<file path="config.mk">
export PLATFORM = sky130hd
export DESIGN_NAME = thermal_fan_mode_controller_core
export DESIGN_NICKNAME = d
export VERILOG_FILES = /design/src/hdl/tfmc_pkg.sv /design/src/hdl/tfmc_cfg.sv /design/src/hdl/tfmc_step.sv /design/src/hdl/thermal_fan_mode_controller_core.sv
export SDC_FILE = /design/constraint.sdc
export NUM_CORES = 1
export LEC_CHECK = 0
export BUFFER_PORTS_ARGS = -buffer_cell sky130_fd_sc_hd__buf_4
export CAP_MARGIN = 40
export CORE_MARGIN = 2
export CORE_UTILIZATION = 30
export DETAILED_ROUTE_END_ITERATION = 16
export HOLD_SLACK_MARGIN = 0.06
export PLACE_DENSITY = 0.51
export SLEW_MARGIN = 25
export SYNTH_ARGS = -nofsm -noshare
export SYNTH_HDL_FRONTEND = slang
export SYNTH_SLANG_ARGS = --single-unit
</file>
<file path="constraint.sdc">
create_clock -name clk -period 14.44 [get_ports clk]
set_clock_uncertainty 0.05 [all_clocks]
set_input_delay 2.888 -clock clk [delete_from_list [all_inputs] [get_ports clk]]
set_output_delay 2.888 -clock clk [all_outputs]
set_load 0.05 [all_outputs]
</file>
<file path="src/hdl/tfmc_pkg.sv">
package tfmc_pkg;

    // Field widths.
    localparam int unsigned TEMP_W  = 15;
    localparam int unsigned PWR_W   = 11;
    localparam int unsigned DELAY_W = 16;
    localparam int unsigned COUNT_W = 17;
    localparam int unsigned MODE_W  = 3;
    localparam int unsigned IDX_W   = 3;
    localparam int unsigned DATA_W  = 16;

    // Full fan power, 100% in sixteenths of a percent.
    localparam logic [PWR_W-1:0] PWR_FULL = 11'd1600;

    // Configuration register indexes.
    localparam logic [IDX_W-1:0] REG_TRIP_TEMP        = 3'd0;
    localparam logic [IDX_W-1:0] REG_POWER_INIT       = 3'd1;
    localparam logic [IDX_W-1:0] REG_POWER_STEP       = 3'd2;
    localparam logic [IDX_W-1:0] REG_LASER_POWER      = 3'd3;
    localparam logic [IDX_W-1:0] REG_COOL_HOLD        = 3'd4;
    localparam logic [IDX_W-1:0] REG_TEMP_SOURCE      = 3'd5;
    localparam logic [IDX_W-1:0] REG_LASER_FAN_ENABLE = 3'd6;

    // Temperature source selector codes.
    localparam logic [1:0] SRC_MODULE  = 2'd1;
    localparam logic [1:0] SRC_HIGHEST = 2'd2;

    typedef struct packed {
        logic signed [TEMP_W-1:0] trip_temp;
        logic [PWR_W-1:0]         power_init;
        logic [PWR_W-1:0]         power_step;
        logic [PWR_W-1:0]         laser_power;
        logic [DELAY_W-1:0]       cool_hold;
        logic [1:0]               temp_source;
        logic                     laser_fan_enable;
    } cfg_t;

    typedef struct packed {
        logic                     laser_on;
        logic signed [TEMP_W-1:0] module_temp;
        logic signed [TEMP_W-1:0] highest_temp;
        logic [PWR_W-1:0]         manual_power;
        logic                     aux_request;
        logic [PWR_W-1:0]         aux_power;
    } item_t;

    typedef struct packed {
        logic              drive_write;
        logic              drive_on;
        logic [PWR_W-1:0]  drive_power;
        logic [MODE_W-1:0] fan_state;
    } result_t;

    // Clamp a power value to 100%.
    function automatic logic [PWR_W-1:0] sat_pwr(input logic [PWR_W-1:0] p);
        return (p > PWR_FULL) ? PWR_FULL : p;
    endfunction

endpackage

</file>
<file path="src/hdl/tfmc_cfg.sv">
module tfmc_cfg (
    input  logic                        clk,
    input  logic                        rst_n,
    input  logic                        wr_en,
    input  logic [tfmc_pkg::IDX_W-1:0]  wr_index,
    input  logic [tfmc_pkg::DATA_W-1:0] wr_data,
    output tfmc_pkg::cfg_t              cfg
);
    import tfmc_pkg::*;

    cfg_t cfg_reg;
    cfg_t cfg_next;

    // Decode a register write; indexes past the list are ignored.
    always_comb
    begin
        cfg_next = cfg_reg;
        if (wr_en)
        begin
            unique case (wr_index)
                REG_TRIP_TEMP:        cfg_next.trip_temp        = signed'(wr_data[TEMP_W-1:0]);
                REG_POWER_INIT:       cfg_next.power_init       = wr_data[PWR_W-1:0];
                REG_POWER_STEP:       cfg_next.power_step       = wr_data[PWR_W-1:0];
                REG_LASER_POWER:      cfg_next.laser_power      = wr_data[PWR_W-1:0];
                REG_COOL_HOLD:        cfg_next.cool_hold        = wr_data[DELAY_W-1:0];
                REG_TEMP_SOURCE:      cfg_next.temp_source      = wr_data[1:0];
                REG_LASER_FAN_ENABLE: cfg_next.laser_fan_enable = wr_data[0];
                default:              cfg_next = cfg_reg;
            endcase
        end
    end

    always_ff @(posedge clk or negedge rst_n)
    begin
        if (!rst_n)
        begin
            cfg_reg.trip_temp        <= 15'sd560;
            cfg_reg.power_init       <= 11'd800;
            cfg_reg.power_step       <= 11'd160;
            cfg_reg.laser_power      <= 11'd1280;
            cfg_reg.cool_hold        <= 16'd180;
            cfg_reg.temp_source      <= 2'd0;
            cfg_reg.laser_fan_enable <= 1'b0;
        end
        else
        begin
            cfg_reg <= cfg_next;
        end
    end

    assign cfg = cfg_reg;

endmodule

</file>
<file path="src/hdl/tfmc_step.sv">
module tfmc_step (
    input  logic              clk,
    input  logic              rst_n,
    input  tfmc_pkg::cfg_t    cfg,
    input  tfmc_pkg::item_t   item,
    input  logic              fire,
    output tfmc_pkg::result_t result
);
    import tfmc_pkg::*;

    typedef enum logic [MODE_W-1:0] {
        M_IDLE    = 3'd0,
        M_LASER   = 3'd1,
        M_AUX     = 3'd2,
        M_THERMAL = 3'd3,
        M_COOL    = 3'd4
    } mode_t;

    mode_t              mode_reg;
    mode_t              mode_next;
    logic [COUNT_W-1:0] count_reg;
    logic [COUNT_W-1:0] count_next;

    logic signed [TEMP_W-1:0] temp;
    logic signed [TEMP_W:0]   diff;
    logic                     hot;
    logic [TEMP_W-1:0]        excess;
    logic [25:0]              product;
    logic [22:0]              ramp_sum;
    logic [PWR_W-1:0]         thermal;
    logic [PWR_W-1:0]         req_aux;
    logic [PWR_W-1:0]         req;
    logic                     aux_wanted;
    logic [COUNT_W-1:0]       count_inc;

    // Temperature source and the thermal ramp.
    always_comb
    begin
        case (cfg.temp_source)
            SRC_HIGHEST: temp = item.highest_temp;
            SRC_MODULE:  temp = item.module_temp;
            default:     temp = '0;
        endcase
        diff     = {temp[TEMP_W-1], temp} - {cfg.trip_temp[TEMP_W-1], cfg.trip_temp};
        hot      = (temp >= cfg.trip_temp);
        excess   = diff[TEMP_W-1:0];
        product  = 26'(excess) * 26'(cfg.power_step);
        ramp_sum = 23'(product[25:4]) + 23'(cfg.power_init);
        if (!hot)
            thermal = '0;
        else if (ramp_sum > 23'(PWR_FULL))
            thermal = PWR_FULL;
        else
            thermal = ramp_sum[PWR_W-1:0];
    end

    // Accessory request power: the largest of manual, accessory and ramp.
    always_comb
    begin
        aux_wanted = (item.manual_power != '0) || item.aux_request;
        req_aux    = (item.aux_request && (item.aux_power > item.manual_power)) ?
                     item.aux_power : item.manual_power;
        req        = (hot && (thermal > req_aux)) ? thermal : req_aux;
        count_inc  = count_reg + 17'd1;
    end

    // Mode decision for one tick.
    always_comb
    begin
        mode_next          = mode_reg;
        count_next         = count_reg;
        result.drive_write = 1'b0;
        result.drive_on    = 1'b0;
        result.drive_power = '0;
        if (item.laser_on)
        begin
            if (cfg.laser_fan_enable)
            begin
                result.drive_write = 1'b1;
                result.drive_on    = 1'b1;
                result.drive_power = sat_pwr(cfg.laser_power);
                mode_next          = M_LASER;
                count_next         = '0;
            end
        end
        else if (aux_wanted)
        begin
            result.drive_write = 1'b1;
            result.drive_on    = 1'b1;
            result.drive_power = sat_pwr(req);
            mode_next          = M_AUX;
            count_next         = '0;
        end
        else if (hot)
        begin
            result.drive_write = 1'b1;
            result.drive_on    = 1'b1;
            result.drive_power = thermal;
            mode_next          = M_THERMAL;
            count_next         = '0;
        end
        else
        begin
            unique case (mode_reg)
                M_AUX:
                begin
                    result.drive_write = 1'b1;
                    mode_next          = M_IDLE;
                    count_next         = '0;
                end
                M_LASER, M_THERMAL:
                begin
                    mode_next  = M_COOL;
                    count_next = '0;
                end
                M_COOL:
                begin
                    if (count_inc > COUNT_W'(cfg.cool_hold))
                    begin
                        result.drive_write = 1'b1;
                        mode_next          = M_IDLE;
                        count_next         = '0;
                    end
                    else
                    begin
                        count_next = count_inc;
                    end
                end
                default:
                begin
                    mode_next  = mode_reg;
                    count_next = count_reg;
                end
            endcase
        end
        result.fan_state = mode_next;
    end

    // Mode and cooldown count advance once per tick.
    always_ff @(posedge clk or negedge rst_n)
    begin
        if (!rst_n)
        begin
            mode_reg  <= M_IDLE;
            count_reg <= '0;
        end
        else if (fire)
        begin
            mode_reg  <= mode_next;
            count_reg <= count_next;
        end
    end

endmodule

</file>
<file path="src/hdl/thermal_fan_mode_controller_core.sv">
// Channel   Direction  Handshake           Payload
// in        sink       in_valid/in_stall   laser_on, module_temp, highest_temp,
//                                          manual_power, aux_request, aux_power
// out       source     out_valid/out_stall drive_write, drive_on, drive_power, fan_state
// cfg       sink       cfg_valid/cfg_ready cfg_index, cfg_data
//
// One tick is accepted every cycle while in_stall is low; each accepted beat is held in
// the input register, then passes through the mode logic and ramp multiplier into the
// result register once that register is free.
// Reset clears the configuration to its defaults, the mode to idle and the
// cooldown count to zero. A stalled result holds the result register, and the
// input register still takes one more beat before in_stall rises.
module thermal_fan_mode_controller_core (
    input  logic                               clk,
    input  logic                               rst_n,
    input  logic                               in_valid,
    output logic                               in_stall,
    input  logic                               laser_on,
    input  logic signed [tfmc_pkg::TEMP_W-1:0] module_temp,
    input  logic signed [tfmc_pkg::TEMP_W-1:0] highest_temp,
    input  logic [tfmc_pkg::PWR_W-1:0]         manual_power,
    input  logic                               aux_request,
    input  logic [tfmc_pkg::PWR_W-1:0]         aux_power,
    output logic                               out_valid,
    input  logic                               out_stall,
    output logic                               drive_write,
    output logic                               drive_on,
    output logic [tfmc_pkg::PWR_W-1:0]         drive_power,
    output logic [tfmc_pkg::MODE_W-1:0]        fan_state,
    input  logic                               cfg_valid,
    output logic                               cfg_ready,
    input  logic [tfmc_pkg::IDX_W-1:0]         cfg_index,
    input  logic [tfmc_pkg::DATA_W-1:0]        cfg_data
);
    import tfmc_pkg::*;

    cfg_t    cfg;
    item_t   item_in;
    item_t   s1_item_reg;
    logic    s1_valid_reg;
    logic    s1_valid_next;
    result_t step_res;
    result_t out_res_reg;
    logic    out_valid_reg;
    logic    out_valid_next;
    logic    advance;
    logic    in_take;
    logic    fire;

    // Configuration registers; writes are always taken.
    assign cfg_ready = 1'b1;

    tfmc_cfg u_cfg (
        .clk      (clk),
        .rst_n    (rst_n),
        .wr_en    (cfg_valid),
        .wr_index (cfg_index),
        .wr_data  (cfg_data),
        .cfg      (cfg)
    );

    // Gather the input beat.
    always_comb
    begin
        item_in.laser_on     = laser_on;
        item_in.module_temp  = module_temp;
        item_in.highest_temp = highest_temp;
        item_in.manual_power = manual_power;
        item_in.aux_request  = aux_request;
        item_in.aux_power    = aux_power;
    end

    // Pipeline control: the result register frees up when empty or taken.
    assign advance  = !out_valid_reg || !out_stall;
    assign in_stall = s1_valid_reg && !advance;
    assign in_take  = in_valid && !in_stall;
    assign fire     = s1_valid_reg && advance;

    always_comb
    begin
        if (in_take)
            s1_valid_next = 1'b1;
        else if (advance)
            s1_valid_next = 1'b0;
        else
            s1_valid_next = s1_valid_reg;
        out_valid_next = advance ? s1_valid_reg : out_valid_reg;
    end

    tfmc_step u_step (
        .clk    (clk),
        .rst_n  (rst_n),
        .cfg    (cfg),
        .item   (s1_item_reg),
        .fire   (fire),
        .result (step_res)
    );

    // Valid flags.
    always_ff @(posedge clk or negedge rst_n)
    begin
        if (!rst_n)
        begin
            s1_valid_reg  <= 1'b0;
            out_valid_reg <= 1'b0;
        end
        else
        begin
            s1_valid_reg  <= s1_valid_next;
            out_valid_reg <= out_valid_next;
        end
    end

    // Payload registers.
    always_ff @(posedge clk)
    begin
        if (in_take)
            s1_item_reg <= item_in;
        if (fire)
            out_res_reg <= step_res;
    end

    assign out_valid   = out_valid_reg;
    assign drive_write = out_res_reg.drive_write;
    assign drive_on    = out_res_reg.drive_on;
    assign drive_power = out_res_reg.drive_power;
    assign fan_state   = out_res_reg.fan_state;

`ifndef NO_ASSERTIONS
    // A staged beat that may advance shows up as a result on the next edge.
    a_fire_to_out: assert property (@(posedge clk) disable iff (!rst_n)
        fire |=> out_valid_reg)
        else $error("staged beat did not reach the result register");

    // Power never exceeds full scale.
    a_power_sat: assert property (@(posedge clk) disable iff (!rst_n)
        out_valid_reg |-> (out_res_reg.drive_power <= PWR_FULL))
        else $error("drive_power above full scale");

    // The switch is only turned on through a command, and power implies on.
    a_on_cmd: assert property (@(posedge clk) disable iff (!rst_n)
        out_valid_reg && (out_res_reg.drive_on || (out_res_reg.drive_power != '0))
            |-> out_res_reg.drive_write && out_res_reg.drive_on)
        else $error("fan power without a switch-on command");

    // The input side only stalls while the result register is held.
    a_stall_cause: assert property (@(posedge clk) disable iff (!rst_n)
        in_stall |-> (out_valid_reg && out_stall && s1_valid_reg))
        else $error("input stalled with room in the pipeline");
`endif

endmodule

</file>
==> flow_summary.yaml <==
hold_path:
  min_to: "out_valid$_DFFE_PN0N_"
  hold_depth: 1
  hp-class: "flip-flop to flip-flop"
  hold_start: "s1_valid_reg$_DFFE_PN0P_"
sta:
  timing.final.max_slew_violations: 0
  tightest_slew_ns: 0.837
  setup_violations: 0
  hold_violations: 0
  rsz0062_at_grt: "no"
  worst_slack_ns: 1.08
  max_freq_mhz: 74.8
  period_needed_ns: 13.36
  slew_headroom: 0.438
  timing.setup.tns_ns: 0
  hold_ws_ns: 0.451
  finalCritPeriodShare: 0.925
finish:
  fillCellCount: 4936
  multi_input_area_um2: 9650
  largest_reg_flops: 67
  seq_area_um2: 4350
  diodes: 0
  drive_gt1_frac: 0.153
  layout.nets: 1931
  area_growth_syn_to_layout_pct: 14.1
  fin_cells: 2284
yosys:
  yosys_register_bits: 159
  yosysUniqueCellTypes: 91
  synth_area_leaders: "fa_1 (16%), edfxtp_1 (14%), dfrtp_1 (13%), ha_1 (11%), inv_1 (4.7%)"
  yosysTopAreaCellShare: 0.159
  yosysSeqAreaShare: 0.292
  synth_top_area_cell: "fa_1"
  post_synth.cell_area_avg_um2: 9.75
  syn_nets: 1852
  synth_area_um2: 14900
  synth_edf_count: 70
  synth.most_common_cell: "inv_1"
  syn_inst: 1528
  synth_flop_cell: "dfrtp_1"
  ys_async_sr_fraction: 0.560
  synth_commonest_cells: "inv_1 (188), nand2_1 (142), ha_1 (128)"
  yosysWarnings: 0
routing:
  routed_wl_um: 38200
  wire_per_inst_um: 16.7
  drt_iter0_drc: 679
  viasPerCell: 4.90
  ant_nets: 0
  firstDrtPassIters: 4
  wl_met1_um: 18200
  drc_errors: 0
  wl_met3_um: 1040
  wl_met2_um: 18300
  via_count: 11200
  highest_layer: "met4"
global_route:
  grtUsageTotal: 0.154
  grt_pass1_wl_um: 62100
  grt_pass1_vias: 11400
  grt_antenna_before_repair: 0
  grt_max_degree: 63
  grt.overflow.total: 0
worst_setup_path:
  cp_max_fo: 16
  worst_path_most_repeated_cell: "fa_1"
  cp-start-kind: "flip-flop"
  rr_endpoint: "drive_power[8]$_DFFE_PP_"
  cp_data_arrival_time_ns: 13.49
  required_ns: 14.56
  endpoint_kind: "flip-flop"
  reg2reg_slack_ns: 1.08
  worstSetupPathType: "flip-flop to flip-flop"
  slowest_delay_ns: 0.66
  crit_path_top_delay_cell: "or3_1"
  r2r_cells: 50
  r2r_start: "u_cfg.cfg[1]$_DFFE_PN0P_"
die:
  die-area_um2: 51500
  start_util: 0.304
  ios: 97
  rows: 81
  fp.dieW_um: 227
  fp.dieH_um: 227
  design.core.area_um2: 49000
run:
  cap_violations: 0
cts:
  postCtsHoldBufs: 0
  cts_resized: 0
  htree_levels: 4
  clock-sinks: 159
  cts_tree: "yes"
  clockBufferDepth: 2
  clk_latency_ns: 0.44
  clkTransAtPathRegs_ns: 0.07
  postCtsSetupBuffers: 0
  root_buffer: "clkbuf_16"
  cts_buffers: 17
placement:
  dp.cells: 2249
  place_hpwl_um: 30700
  pre_cts_slack_ns: 0.837
  numPortBuffers: 95
  routabilityCongestion: 0.842
outcome:
  status: "finished, final reports clean"
-- worst max-delay path by stage --
stage,slack (ns),to,cells past startpoint,startpoint
2_1_floorplan,2.72,drive_power[6]$_DFFE_PP_,52,u_cfg.cfg[1]$_DFFE_PN0P_
3_3_place_gp,1.37,drive_power[8]$_DFFE_PP_,49,u_cfg.cfg[1]$_DFFE_PN0P_
3_5_place_dp,0.84,drive_power[8]$_DFFE_PP_,50,u_cfg.cfg[1]$_DFFE_PN0P_
4_1_cts,0.79,drive_power[8]$_DFFE_PP_,50,u_cfg.cfg[1]$_DFFE_PN0P_
5_1_grt,0.03,drive_power[8]$_DFFE_PP_,50,u_cfg.cfg[1]$_DFFE_PN0P_
6_report,1.08,drive_power[8]$_DFFE_PP_,50,u_cfg.cfg[1]$_DFFE_PN0P_
-- worst max-delay path, delay by kind of cell (launching register included) --
family          cells  cell delay [ns]
xor+xnor            2             0.62
compound gates     19             3.96
simple gates       13             3.02
fa+ha+maj          11             4.68
mux                 1             0.13
buf+inv             4             0.21
flops               1             0.40
-- layout by cell type, fill, tap and decap left out, types with 18 or more instances in the layout --
cell type  instances
inv_1            188
nand2_1          142
ha_1             128
fa_1             118
buf_4            114
and2_1            91
nor2_1            82
dfrtp_1           75
edfxtp_1          70
o21ai_0           66
a21oi_1           54
mux2_2            42
nor2b_1           27
a21o_1            25
nand3_1           24
xnor2_1           24
xor2_1            22
nor3_1            19
a22oi_1           18
nand4_1           18
clkbuf_16         18
-- layer usage --
layer | vias up | global-route usage
met1 | 5561 | 0.212
met4 | 0 | 0.0452
met5 | - | 0
met2 | 197 | 0.256
li1 | 5403 | -
met3 | 36 | 0.0174
-- final cells by class --
class	instances	share of cell area
clock buffers	18	0.0265
clock inverters	14	0.00699
inverters	188	0.0415
multi-input cells	1124	0.568
flip-flops and latches	159	0.256
well taps	664	0.0489
repair buffers	117	0.0528
-- per-stage QoR --
step                       util  cell area (um2)
after floorplan               -            14900
after global placement    0.333            16300
after detailed placement  0.335            16400
after CTS                 0.346            17000
after global routing      0.347            17000
final                     0.347            17000
-- logic make-up after synthesis --
logic type                 count (synthesis)  synth area share
DFF                                      159             0.292
AOI/OAI and AO/OA                        290             0.140
xor gates and xnor gates                  50            0.0299
other                                      1          0.000252
adders and majority gates                246             0.266
and+or+nand+nor                          482             0.168
buffers and inverters                    245            0.0637
muxes                                     55            0.0405
Power is left out: the tool's default activity adds up to more than one toggle a clock period on the data nets, which glitch-free logic cannot reach.
